==> config.mk <==
export PLATFORM = sky130hd
export DESIGN_NAME = reverb_output_tap_mixer_core
export DESIGN_NICKNAME = d
export VERILOG_FILES = /design/src/design/rotm_pkg.sv /design/src/design/reverb_output_tap_mixer_core.sv /design/src/design/rotm_norm.sv
export SDC_FILE = /design/constraint.sdc
export NUM_CORES = 2
export LEC_CHECK = 0
export ABC_CLOCK_PERIOD_IN_PS = 7760
export BUFFER_PORTS_ARGS = -buffer_cell sky130_fd_sc_hd__buf_4
export CAP_MARGIN = 5
export CORE_UTILIZATION = 45
export DETAILED_ROUTE_END_ITERATION = 6
export GPL_ROUTABILITY_DRIVEN = 0
export GPL_TIMING_DRIVEN = 0
export PLACE_DENSITY_LB_ADDON = 0.3
export SETUP_SLACK_MARGIN = 0.4
export SKIP_CTS_REPAIR_TIMING = 1
export SLEW_MARGIN = 20
export SYNTH_ARGS = -nofsm -noshare
export SYNTH_HDL_FRONTEND = slang
export SYNTH_SLANG_ARGS = --single-unit
==> constraint.sdc <==
create_clock -name clk -period 7.76 [get_ports clk]
set_clock_uncertainty 0.15 [all_clocks]
set_input_delay 1.552 -clock clk [delete_from_list [all_inputs] [get_ports clk]]
set_output_delay 1.552 -clock clk [all_outputs]
set_load 0.01 [all_outputs]
==> src/design/rotm_pkg.sv <==
// shared types, constants and tap tables for the reverb output tap mixer
`timescale 1ns / 1ps

package rotm_pkg;

	localparam int SAMPLE_W   = 24;
	localparam int ACC_W      = 28;
	localparam int RECIP_W    = 17;
	localparam int WEIGHT_W   = 4;
	localparam int MAX_LINES  = 16;
	localparam int POS_W      = $clog2(MAX_LINES);
	localparam int CNT_W      = POS_W + 1;
	localparam int CFG_IDX_W  = 1;
	localparam int CFG_DATA_W = 5;
	localparam int PROD_W     = ACC_W + RECIP_W + 1;
	localparam int FRAC_W     = 16;

	typedef enum logic [1:0] {
		PAT_WIDE     = 2'd0,
		PAT_CENTERED = 2'd1,
		PAT_AIRY     = 2'd2,
		PAT_SPLIT    = 2'd3
	} pattern_t;

	typedef enum logic [CFG_IDX_W-1:0] {
		CFG_LINE_COUNT = 1'b0,
		CFG_PATTERN    = 1'b1
	} cfg_reg_t;

	typedef struct packed {
		logic signed [WEIGHT_W-1:0] left;
		logic signed [WEIGHT_W-1:0] right;
	} weights_t;

	localparam logic [RECIP_W-1:0] RECIP_WIDE     = 17'd9362;
	localparam logic [RECIP_W-1:0] RECIP_CENTERED = 17'd10923;
	localparam logic [RECIP_W-1:0] RECIP_AIRY     = 17'd16384;

	// reciprocal of the even-line count, indexed by count minus one
	localparam logic [RECIP_W-1:0] SPLIT_RECIP [8] = '{
		17'd65536, 17'd32768, 17'd21845, 17'd16384,
		17'd13107, 17'd10923, 17'd9362,  17'd8192
	};

	localparam logic [POS_W-1:0] P0_LEFT  [7] = '{4'd0, 4'd2, 4'd5, 4'd7, 4'd9, 4'd12, 4'd14};
	localparam logic [POS_W-1:0] P0_RIGHT [7] = '{4'd1, 4'd3, 4'd4, 4'd6, 4'd10, 4'd13, 4'd15};
	localparam logic [POS_W-1:0] P1_TAPS  [6] = '{4'd0, 4'd3, 4'd5, 4'd8, 4'd11, 4'd13};
	localparam logic [POS_W-1:0] P2_LEFT  [4] = '{4'd2, 4'd6, 4'd9, 4'd12};
	localparam logic [POS_W-1:0] P2_RIGHT [4] = '{4'd1, 4'd7, 4'd10, 4'd15};

	// wrapped tap index, indexed by [line count minus one][tap]
	typedef logic [MAX_LINES-1:0][MAX_LINES-1:0][POS_W-1:0] wrap_tbl_t;

	function automatic wrap_tbl_t build_wrap_tbl();
		wrap_tbl_t tbl;
		int v;
		tbl = '0;
		for (int m = 0; m < MAX_LINES; m++) begin
			for (int t = 0; t < MAX_LINES; t++) begin
				v = t;
				for (int k = 0; k < MAX_LINES; k++) begin
					if (v > m) begin
						v = v - (m + 1);
					end
				end
				tbl[m][t] = POS_W'(v);
			end
		end
		return tbl;
	endfunction

	localparam wrap_tbl_t WRAP_TBL = build_wrap_tbl();

	function automatic logic tap_hit(logic [POS_W-1:0] lines_m1, logic [POS_W-1:0] tap,
			logic [POS_W-1:0] pos);
		return WRAP_TBL[lines_m1][tap] == pos;
	endfunction

	function automatic weights_t tap_weights(pattern_t pattern, logic [POS_W-1:0] lines_m1,
			logic [POS_W-1:0] pos);
		weights_t w;
		w.left  = '0;
		w.right = '0;
		case (pattern)
			PAT_WIDE: begin
				for (int t = 0; t < 7; t++) begin
					if (tap_hit(lines_m1, P0_LEFT[t], pos)) begin
						w.left = (t % 2 == 1) ? w.left - 4'sd1 : w.left + 4'sd1;
					end
					if (tap_hit(lines_m1, P0_RIGHT[t], pos)) begin
						w.right = (t % 2 == 1) ? w.right + 4'sd1 : w.right - 4'sd1;
					end
				end
			end
			PAT_CENTERED: begin
				for (int t = 0; t < 6; t++) begin
					if (tap_hit(lines_m1, P1_TAPS[t], pos)) begin
						w.left = (t % 2 == 1) ? w.left - 4'sd1 : w.left + 4'sd1;
					end
				end
				w.right = -w.left;
			end
			PAT_AIRY: begin
				for (int t = 0; t < 4; t++) begin
					if (tap_hit(lines_m1, P2_LEFT[t], pos)) begin
						w.left = (t % 2 == 1) ? w.left - 4'sd1 : w.left + 4'sd1;
					end
					if (tap_hit(lines_m1, P2_RIGHT[t], pos)) begin
						w.right = (t % 2 == 1) ? w.right + 4'sd1 : w.right - 4'sd1;
					end
				end
			end
			PAT_SPLIT: begin
				w.left  = pos[0] ? 4'sd0 : 4'sd1;
				w.right = pos[0] ? 4'sd1 : 4'sd0;
			end
			default: begin
				w.left  = '0;
				w.right = '0;
			end
		endcase
		return w;
	endfunction

	function automatic logic [RECIP_W-1:0] recip_for(pattern_t pattern,
			logic [POS_W-1:0] lines_m1);
		logic [RECIP_W-1:0] r;
		case (pattern)
			PAT_WIDE:     r = RECIP_WIDE;
			PAT_CENTERED: r = RECIP_CENTERED;
			PAT_AIRY:     r = RECIP_AIRY;
			PAT_SPLIT:    r = SPLIT_RECIP[lines_m1[POS_W-1:1]];
			default:      r = RECIP_WIDE;
		endcase
		return r;
	endfunction

endpackage

==> src/design/reverb_output_tap_mixer_core.sv <==
// top level of the reverb output tap mixer: tap weighting, accumulation and result handoff
`timescale 1ns / 1ps

// One delay-line sample is taken per clock unless in_stall is high, line 0 first, up to
// line_count - 1. Each sample is weighted for left and right by the selected tap pattern and
// summed into two accumulators; after the last line of a frame one stereo result, scaled by the
// pattern's reciprocal tap count, floored and saturated, is formed from the sample register and
// carried through the frame, product and output registers in turn. The single input port feeds
// one multiply-accumulate per cycle while the input is not stalled; three result slots (frame,
// product and output registers) let samples keep flowing while a result waits. Write line_count
// or pattern_select only with no frame under way: a write restarts the frame at line 0.
module reverb_output_tap_mixer_core
	import rotm_pkg::*;
(
	input  logic                         clk,
	input  logic                         arst_n,
	input  logic                         cfg_write,
	input  logic [CFG_IDX_W-1:0]         cfg_index,
	input  logic [CFG_DATA_W-1:0]        cfg_data,
	input  logic                         in_valid,
	output logic                         in_stall,
	input  logic signed [SAMPLE_W-1:0]   line_sample,
	output logic                         out_valid,
	input  logic                         out_stall,
	output logic signed [SAMPLE_W-1:0]   wet_left,
	output logic signed [SAMPLE_W-1:0]   wet_right
);

	logic [CNT_W-1:0]           line_count_q;
	pattern_t                   pattern_q;
	logic [POS_W-1:0]           pos_q;
	logic [POS_W-1:0]           lines_m1;
	logic signed [ACC_W-1:0]    acc_l_q;
	logic signed [ACC_W-1:0]    acc_r_q;
	logic                       s1_v_q;
	logic signed [SAMPLE_W-1:0] sample_s1;
	weights_t                   weights_s1;
	logic                       last_s1;
	logic [RECIP_W-1:0]         recip_s1;
	logic                       frame_v_s2;
	logic signed [ACC_W-1:0]    frame_l_s2;
	logic signed [ACC_W-1:0]    frame_r_s2;
	logic [RECIP_W-1:0]         recip_s2;
	weights_t                   weights;
	logic                       in_last;
	logic                       in_acc;
	logic                       s1_go;
	logic                       s1_free;
	logic                       frame_free;
	logic                       frame_take;
	logic signed [ACC_W-1:0]    sum_l;
	logic signed [ACC_W-1:0]    sum_r;

	// effective line count minus one, out-of-range counts clamped
	always_comb begin
		if (line_count_q == '0) begin
			lines_m1 = '0;
		end else if (line_count_q > CNT_W'(MAX_LINES)) begin
			lines_m1 = POS_W'(MAX_LINES - 1);
		end else begin
			lines_m1 = POS_W'(line_count_q - CNT_W'(1));
		end
	end

	assign weights = tap_weights(pattern_q, lines_m1, pos_q);
	assign in_last = pos_q >= lines_m1;

	assign frame_free = !frame_v_s2 || frame_take;
	assign s1_go      = s1_v_q && (!last_s1 || frame_free);
	assign s1_free    = !s1_v_q || s1_go;
	assign in_stall   = !s1_free;
	assign in_acc     = in_valid && s1_free;

	assign sum_l = acc_l_q + weights_s1.left * sample_s1;
	assign sum_r = acc_r_q + weights_s1.right * sample_s1;

	always_ff @(posedge clk or negedge arst_n) begin
		if (!arst_n) begin
			line_count_q <= CNT_W'(MAX_LINES);
			pattern_q    <= PAT_WIDE;
			pos_q        <= '0;
			acc_l_q      <= '0;
			acc_r_q      <= '0;
			s1_v_q       <= 1'b0;
			frame_v_s2   <= 1'b0;
		end else begin
			if (s1_free) begin
				s1_v_q <= in_valid;
			end
			if (s1_go && last_s1) begin
				frame_v_s2 <= 1'b1;
			end else if (frame_take) begin
				frame_v_s2 <= 1'b0;
			end
			if (cfg_write) begin
				case (cfg_index)
					CFG_LINE_COUNT: line_count_q <= cfg_data;
					CFG_PATTERN:    pattern_q    <= pattern_t'(cfg_data[1:0]);
					default:        line_count_q <= line_count_q;
				endcase
				pos_q   <= '0;
				acc_l_q <= '0;
				acc_r_q <= '0;
			end else begin
				if (in_acc) begin
					pos_q <= in_last ? '0 : pos_q + POS_W'(1);
				end
				if (s1_go) begin
					acc_l_q <= last_s1 ? '0 : sum_l;
					acc_r_q <= last_s1 ? '0 : sum_r;
				end
			end
		end
	end

	always_ff @(posedge clk) begin
		if (in_acc) begin
			sample_s1  <= line_sample;
			weights_s1 <= weights;
			last_s1    <= in_last;
			recip_s1   <= recip_for(pattern_q, lines_m1);
		end
		if (s1_go && last_s1) begin
			frame_l_s2 <= sum_l;
			frame_r_s2 <= sum_r;
			recip_s2   <= recip_s1;
		end
	end

	rotm_norm u_norm (
		.clk         (clk),
		.arst_n      (arst_n),
		.frame_valid (frame_v_s2),
		.frame_left  (frame_l_s2),
		.frame_right (frame_r_s2),
		.frame_recip (recip_s2),
		.frame_take  (frame_take),
		.out_valid   (out_valid),
		.out_stall   (out_stall),
		.wet_left    (wet_left),
		.wet_right   (wet_right)
	);

	a_pos_in_frame: assert property (@(posedge clk) disable iff (!arst_n)
		pos_q <= lines_m1)
		else $error("line position beyond the frame");

	a_last_wraps: assert property (@(posedge clk) disable iff (!arst_n)
		in_acc && in_last |=> pos_q == '0)
		else $error("line position did not wrap after the last line");

	a_frame_source: assert property (@(posedge clk) disable iff (!arst_n)
		$rose(frame_v_s2) |-> $past(s1_v_q && last_s1))
		else $error("frame result without a last line");

	a_stall_cause: assert property (@(posedge clk) disable iff (!arst_n)
		in_stall |-> s1_v_q && last_s1 && frame_v_s2)
		else $error("input stalled with room to accept an item");

endmodule

==> src/design/rotm_norm.sv <==
// frame normalizer: reciprocal multiply, floor, saturation and output register
`timescale 1ns / 1ps

module rotm_norm
	import rotm_pkg::*;
(
	input  logic                       clk,
	input  logic                       arst_n,
	input  logic                       frame_valid,
	input  logic signed [ACC_W-1:0]    frame_left,
	input  logic signed [ACC_W-1:0]    frame_right,
	input  logic [RECIP_W-1:0]         frame_recip,
	output logic                       frame_take,
	output logic                       out_valid,
	input  logic                       out_stall,
	output logic signed [SAMPLE_W-1:0] wet_left,
	output logic signed [SAMPLE_W-1:0] wet_right
);

	localparam int SHIFT_W = PROD_W - FRAC_W;

	function automatic logic signed [SAMPLE_W-1:0] floor_sat(logic signed [PROD_W-1:0] prod);
		logic signed [SHIFT_W-1:0] q;
		logic signed [SHIFT_W-1:0] hi;
		logic signed [SHIFT_W-1:0] lo;
		q  = SHIFT_W'(prod >>> FRAC_W);
		hi = SHIFT_W'((64'sd1 <<< (SAMPLE_W - 1)) - 64'sd1);
		lo = -SHIFT_W'(64'sd1 <<< (SAMPLE_W - 1));
		if (q > hi) begin
			return hi[SAMPLE_W-1:0];
		end else if (q < lo) begin
			return lo[SAMPLE_W-1:0];
		end
		return q[SAMPLE_W-1:0];
	endfunction

	logic                     prod_v_s3;
	logic signed [PROD_W-1:0] prod_l_s3;
	logic signed [PROD_W-1:0] prod_r_s3;
	logic                     out_v_q;
	logic signed [SAMPLE_W-1:0] wet_l_q;
	logic signed [SAMPLE_W-1:0] wet_r_q;
	logic signed [PROD_W-1:0] prod_l;
	logic signed [PROD_W-1:0] prod_r;
	logic                     out_free;
	logic                     prod_free;

	assign out_free   = !out_v_q || !out_stall;
	assign prod_free  = !prod_v_s3 || out_free;
	assign frame_take = prod_free;

	assign prod_l = frame_left * $signed({1'b0, frame_recip});
	assign prod_r = frame_right * $signed({1'b0, frame_recip});

	always_ff @(posedge clk or negedge arst_n) begin
		if (!arst_n) begin
			prod_v_s3 <= 1'b0;
			out_v_q   <= 1'b0;
		end else begin
			if (prod_free) begin
				prod_v_s3 <= frame_valid;
			end
			if (out_free) begin
				out_v_q <= prod_v_s3;
			end
		end
	end

	always_ff @(posedge clk) begin
		if (prod_free && frame_valid) begin
			prod_l_s3 <= prod_l;
			prod_r_s3 <= prod_r;
		end
		if (out_free && prod_v_s3) begin
			wet_l_q <= floor_sat(prod_l_s3);
			wet_r_q <= floor_sat(prod_r_s3);
		end
	end

	assign out_valid = out_v_q;
	assign wet_left  = wet_l_q;
	assign wet_right = wet_r_q;

	a_prod_moves: assert property (@(posedge clk) disable iff (!arst_n)
		prod_v_s3 && out_free |=> out_v_q)
		else $error("product stage did not reach the output register");

	a_frame_lands: assert property (@(posedge clk) disable iff (!arst_n)
		frame_valid && prod_free |=> prod_v_s3)
		else $error("taken frame did not reach the product stage");

	a_out_source: assert property (@(posedge clk) disable iff (!arst_n)
		$rose(out_v_q) |-> $past(prod_v_s3))
		else $error("result appeared without a product");

endmodule
* Word level (Yosys, flattened, before mapping)
Memory sizes are Yosys's and may differ from the RTL's.
Cells that the tools add are included.
** Cells by class
- $lt $le $gt $ge :: 8
- Add/sub/neg operators :: 28
- Reduce and logical (&&, ||, !) cells :: 24
- Muxes and demuxes :: 82
- Equality and inequality tests :: 19
- Bitwise gates (word level) :: 2
- Multiply operators :: 4
** Operators with widths (number)
- 4-bit two-way mux :: 53
- 28-bit two-way mux :: 6
- 24-bit two-way mux :: 6
- 28-bit by 18-bit multiplier with 46-bit output :: 2
- 17-bit case mux with 4 select lines :: 1
- 4-bit == test :: 16
- 64-bit two-way mux :: 1
- 30-bit by 24-bit > comparator with 1-bit output (second input constant) :: 2
- 30-bit by 24-bit < comparator with 1-bit output (second input constant) :: 2
- 28-bit adder :: 2
- 4-bit by 24-bit multiplier with 28-bit output :: 2
- 4-bit by 2-bit subtractor with 4-bit output (second input constant) :: 12
- 4-bit by 2-bit adder with 4-bit output (second input constant) :: 11
- 17-bit two-way mux :: 2
- 8-bit case mux with 4 select lines :: 1
- 1-bit two-way mux :: 12
- 1-bit zero test :: 7
- 2-bit nonzero test :: 3
- 5-bit > comparator (second input constant) :: 1
- 1-bit logical AND :: 5
- 5-bit zero test :: 1
- 1-bit logical OR :: 5
- 4-bit by 5-bit < comparator with 1-bit output (second input constant) :: 1
- 4-bit by 1-bit adder with 4-bit output (second input constant) :: 1
- 10 further kinds :: 12
** Storage, ports and cells
- Logic and storage cells :: 190
- Output and inout port bits :: 50
- Bits of input ports :: 35
- Memories :: 2
- Bits in read-only memories :: 1160
- Register bits :: 334
** Memory list
- (no name shown) :: depth 16, bits a word 64, read ports 1, clocked after Yosys merged registers in 0, wr ports 0, line rotm_pkg.sv:76 : return WRAP_TBL[lines_m1][tap] == pos;
- (no name shown) :: depth 8, bits a word 17, read ports 1, clocked after Yosys merged registers in 0, wr ports 0, line rotm_pkg.sv:132 : PAT_SPLIT: r = SPLIT_RECIP[lines_m1[POS_W-1:1]];

* Depth between registers and ports, before layout
- Depth in word-level cells :: 26
- Gate-level depth with buffers :: 30
- Depth with buffers taken out :: 27

* Modules after synthesis
From an unflattened synthesis, not the netlist that was laid out.
** Second synthesis, totals
- Cell total of the unflattened synthesis :: 5523
- Area, all modules :: 53711.5 µm²
** Modules (own cells, without submodules)
- rotm_norm :: cells each 3928, sequential area each 3293.2 µm², area each 37034.3 µm², instances 1
- reverb_output_tap_mixer_core :: cells each 1595, sequential area each 5181.2 µm², area each 16677.2 µm², instances 1

* Worst setup path after synthesis
OpenSTA, ideal clock, no wires.
- Kind :: reg-to-reg
- Start :: reg recip_s2[9]
- End :: reg u_norm.prod_r_s3[45], data pin
- Buffers on the path :: 2
- Required time :: 7.350 ns
- Setup time :: 0.260 ns
- Stages on the path, launching flop included :: 28
- Arrival :: 7.052 ns
- Clock period less this slack :: 7.462 ns
- Path slack :: 0.298 ns
- Path through :: edfxtp_1 -> clkbuf_1 -> clkbuf_1 -> nand2_1 -> fa_1 -> inv_1 -> fa_1 -> inv_1 -> fa_1 -> inv_1 -> fa_1 -> fa_1 -> inv_1 -> fa_1 -> inv_1 -> ha_1 -> a211oi_1 -> nand2_1 -> a211oi_1 -> o21ai_0 -> a32o_1 -> o2111a_1 -> or3_1 -> a2111o_1 -> a31o_2 -> a41oi_1 -> o21bai_1 -> xnor2_1
** On the way
- Cells in the longest elaborated chain, start to end :: 1
** RTL lines
- start: declaration :: line reverb_output_tap_mixer_core.sv:43 : logic [RECIP_W-1:0] recip_s2;
- start signal: assignment :: line reverb_output_tap_mixer_core.sv:126 : recip_s2 <= recip_s1;
- 28-bit by 18-bit multiplier with 46-bit output :: line rotm_norm.sv:53 : assign prod_r = frame_right * $signed({1'b0, frame_recip});
- via u_norm.prod_r[45] :: line rotm_norm.sv:44 : logic signed [PROD_W-1:0] prod_r;
- end signal: assignment :: line rotm_norm.sv:72 : prod_r_s3 <= prod_r;
- end: declaration :: line rotm_norm.sv:39 : logic signed [PROD_W-1:0] prod_r_s3;
The timed path passes the listed nets, and every way through them passes these cells.
A chain may end at the register's enable or synchronous reset.

* Worst setup path in the final report
- Start :: reg recip_s2[11]
- End :: reg u_norm.prod_r_s3[43], data pin
Same word-level chain as after synthesis.

==> impl_results.md <==
* Status: finished with violations
* Failing checks: design-rule violations
* #FFs+latches synth at 294
* Final wirelength at 142,400 um
* Die Wd at 341.6 um
* Synth Flop Type: edfxtp_1
* Fraction of registers with async set/reset at 24.15%
* Post-detail-place hpwl at 118,400 um
* Worst Path Max Fanout at 10
* FP Rows at 124
* Post-Route Setup TNS at 0 ns
* DP Area at 54,540 sq um
* Post-DR vias/cell at 5.271
* Max-slew headroom at 39.89%
* Final setup violation count at 0
* Setup crit start: recip_s2[11]$_DFFE_PP_
* Wire length per cell at 20.48 um
* CP dominant cell by count: fa_1
* Post-Synthesis Cells at 5,235
* CTS tree: done
* Critical Path End Type: flip-flop
* Cells on worst reg2reg path at 25
* CTS clk-pin slew, worst paths at 0.06 ns
* Root Driver: clkbuf_16
* CTS Buffer Depth at 3
* Sequential share of the synthesized area at 16.33%
* Yosys warns at 0
* Core Area at 114,300 sq um
* Reg2Reg Setup Slack at 0.11 ns
* RSZ-0062 raised after global routing: yes
* Net count, final at 6,872
* Max-slew violations at 0
* Initial Util at 45.38%
* Syn Nets at 6,699
* Fin crit share at 98.59%
* Initial drt markers at 2,988
* Grt ovf at 0
* Die height at 341.6 um
* Worst Path Arrival at 7.89 ns
* Area growth from synthesis to layout at 10.12%
* Cells on Worst Hold Path at 0
* Avg Cell Area, Syn at 9.911 sq um
* Crit-path max cell delay at 0.54 ns
* Total CTS buffers at 41
* Number of top-level pins at 85
* Routed Antenna Nets at 0
* Die ar. at 116,700 sq um
* Clock sinks at 294
* RR Startpoint: recip_s2[11]$_DFFE_PP_
* Minimum clock period after layout at 7.651 ns
* Worst Hold Class: flip-flop to flip-flop
* # DRC at 1
* CP Capture Point: u_norm.prod_r_s3[43]$_DFFE_PP_
* Startpoint types: flip-flop
* Max Cap Violations at 0
* Hold_ws at 0.2671 ns
* First-pass GRT wire length at 224,200 um
* Fillers at 10,410
* Initial antenna violation count at 7
* Largest net degree at the start of global routing at 72
* Reg-to-reg endpoint: u_norm.prod_r_s3[43]$_DFFE_PP_
* DR vias at 36,660
* Share of cells above drive strength 1 at 8.601%
* Slew at the pin closest to its max-slew limit at 0.9016 ns
* EDFF count, synth at 223
* Library cells used by synthesis at 103
* H-Tree Level Count at 2
* Fmax at 130.7 MHz
* Port Buf Inserts at 84
* Mapped Area at 51,880 sq um
* Initial DRT Pass Iterations at 7
* Vias in the first global route at 38,650
* Hold Fails Final Rpt at 0
* Final instance area at 57,140 sq um
* Crit Path Class: flip-flop to flip-flop
* CP Data Required Time at 7.99 ns
* Skew-Pair Late Insertion Delay at 0.63 ns
* All-Layer GR Usage at 25.24%
* Crit-path slowest cell: fa_1
-- metal layers --
| layer | up-vias | GRT usage (%) | part of all wire [%] |
|---|---|---|---|
| li1 | 16350 | - | - |
| met1 | 18460 | 34.71 | 42 |
| met2 | 1490 | 39.44 | 45 |
| met3 | 356 | 4.222 | 8.2 |
| met4 | 0 | 10.99 | 5.2 |
| met5 | - | 0 | 0 |
-- cell type report --
cell class,count,area [sq um],share of cell area (%)
Sequential cell,294,8474,14.83
Tap cell,1512,1892,3.311
Inverter,1254,4707,8.238
Multi-Input combinational cell,3481,38230,66.92
Clock buffer,53,1111,1.945
Clock inverter,23,280.3,0.4905
Timing Repair Buffer,130,1065,1.864
Antenna cell,2,5.005,0.008759
Buffer,206,1369,2.396
-- sequential cells by signal, indices dropped and copies added (netlist names) --
register          count
u_norm.prod_l_s3     30
last_s1               1
u_norm.out_valid      1
acc_l_q              28
frame_r_s2           28
line_count_q          5
u_norm.prod_r_s3     30
recip_s2             13
s1_v_q                1
u_norm.wet_right     24
weights_s1            8
frame_v_s2            1
sample_s1            24
recip_s1             13
pos_q                 4
acc_r_q              28
frame_l_s2           28
pattern_q             2
u_norm.prod_v_s3      1
u_norm.wet_left      24
-- per-stage QoR --
step,cells,worst slack (ns),util [%]
finish,6955,0.1091,49.97
global route,6954,-0.1036,49.97
CTS,6912,-1.756,48.92
detailed placement,6836,-1.715,47.70
global placement,6831,-1.691,47.58
floorplan,5235,0.4031,-
-- worst min-delay path by stage --
stage | start | end
6_report | recip_s1[12]$_DFFE_PP_ | recip_s2[12]$_DFFE_PP_
3_5_place_dp | recip_s1[12]$_DFFE_PP_ | recip_s2[12]$_DFFE_PP_
2_1_floorplan | recip_s1[0]$_DFFE_PP_ | recip_s2[0]$_DFFE_PP_
5_1_grt | recip_s1[12]$_DFFE_PP_ | recip_s2[12]$_DFFE_PP_
4_1_cts | recip_s1[12]$_DFFE_PP_ | recip_s2[12]$_DFFE_PP_
3_3_place_gp | recip_s1[1]$_DFFE_PP_ | recip_s2[1]$_DFFE_PP_
-- worst max-delay path, delay by kind of cell, from the launching register on --
family,cells,cell delay [ns]
AO/OA/AOI/OAI,9,2.20
XOR/XNOR,1,0.14
adder cells (fa/ha/maj),7,3.19
buffers and inverters,5,0.59
flip-flops,1,0.46
AND/OR/NAND/NOR,3,0.65
-- cells in the final DEF, fill, tap and decap left out, types with 14 or more instances in the layout --
cell       Yosys  final
buf_4          4    133
and2_1       340    330
clkbuf_16      0     41
clkbuf_1     181     78
nand3_1       30     30
nor2_1       118    117
inv_1       1247   1243
nor3_1        31     31
buf_6          5     23
fa_1        1039   1031
nor2b_1       15     15
dfrtp_1       70     70
a21oi_1       99     94
nand2_1      623    609
xor2_1        45     44
and3_1        23     23
o21ai_0       72     68
a31o_2        18     16
nand4_1       15     15
clkbuf_4       0     27
o21bai_1      14     14
o21a_1        25     25
nand2b_1      64     64
ha_1         390    386
a22o_1        55     55
xnor2_1      150    149
clkbuf_2       0     42
a21o_1        89     89
edfxtp_1     223    223
a31oi_1       20     17
-- Yosys cell counts, types with 8 or more instances --
master	instances	area, sq um
buf_1	9	33.78
nand3_1	30	150.1
nor3_1	31	155.2
nand2_1	623	2338
nor2_1	118	442.9
a22o_1	55	481.7
xnor2_1	150	1314
and3_1	23	143.9
inv_1	1247	4681
nor2b_1	15	93.84
xor2_1	45	394.1
clkbuf_1	181	679.4
edfxtp_1	223	6696
nand2b_1	64	400.4
nand4_1	15	93.84
a31o_2	18	157.7
and2_1	340	2127
o22ai_1	8	50.05
a21o_1	89	668.1
a31oi_1	20	125.1
or2_2	9	56.30
a211oi_1	16	120.1
ha_1	390	4880
o21bai_1	14	105.1
mux2i_1	13	130.1
o21ai_0	72	360.4
a21oi_1	99	495.5
or3_1	12	75.07
dfrtp_1	70	1752
fa_1	1039	20800
o21a_1	25	187.7
-- cells by family (layout without fill, tap and decap cells) --
| family | count (synthesis) | in the layout | synth area share [%] |
|---|---|---|---|
| AOI/OAI and AO/OA | 509 | 509 | 7.025 |
| other | 0 | 2 | 0 |
| muxes | 25 | 25 | 0.5643 |
| xor gates and xnor gates | 202 | 202 | 3.535 |
| DFF | 294 | 294 | 16.33 |
| and+or+nand+nor | 1314 | 1314 | 12.33 |
| buffers and inverters | 1460 | 1666 | 10.68 |
| adders and majority gates | 1431 | 1431 | 49.54 |
Power is left out: the tool's default activity adds up to more than one toggle a clock period on the data nets, which glitch-free logic cannot reach.
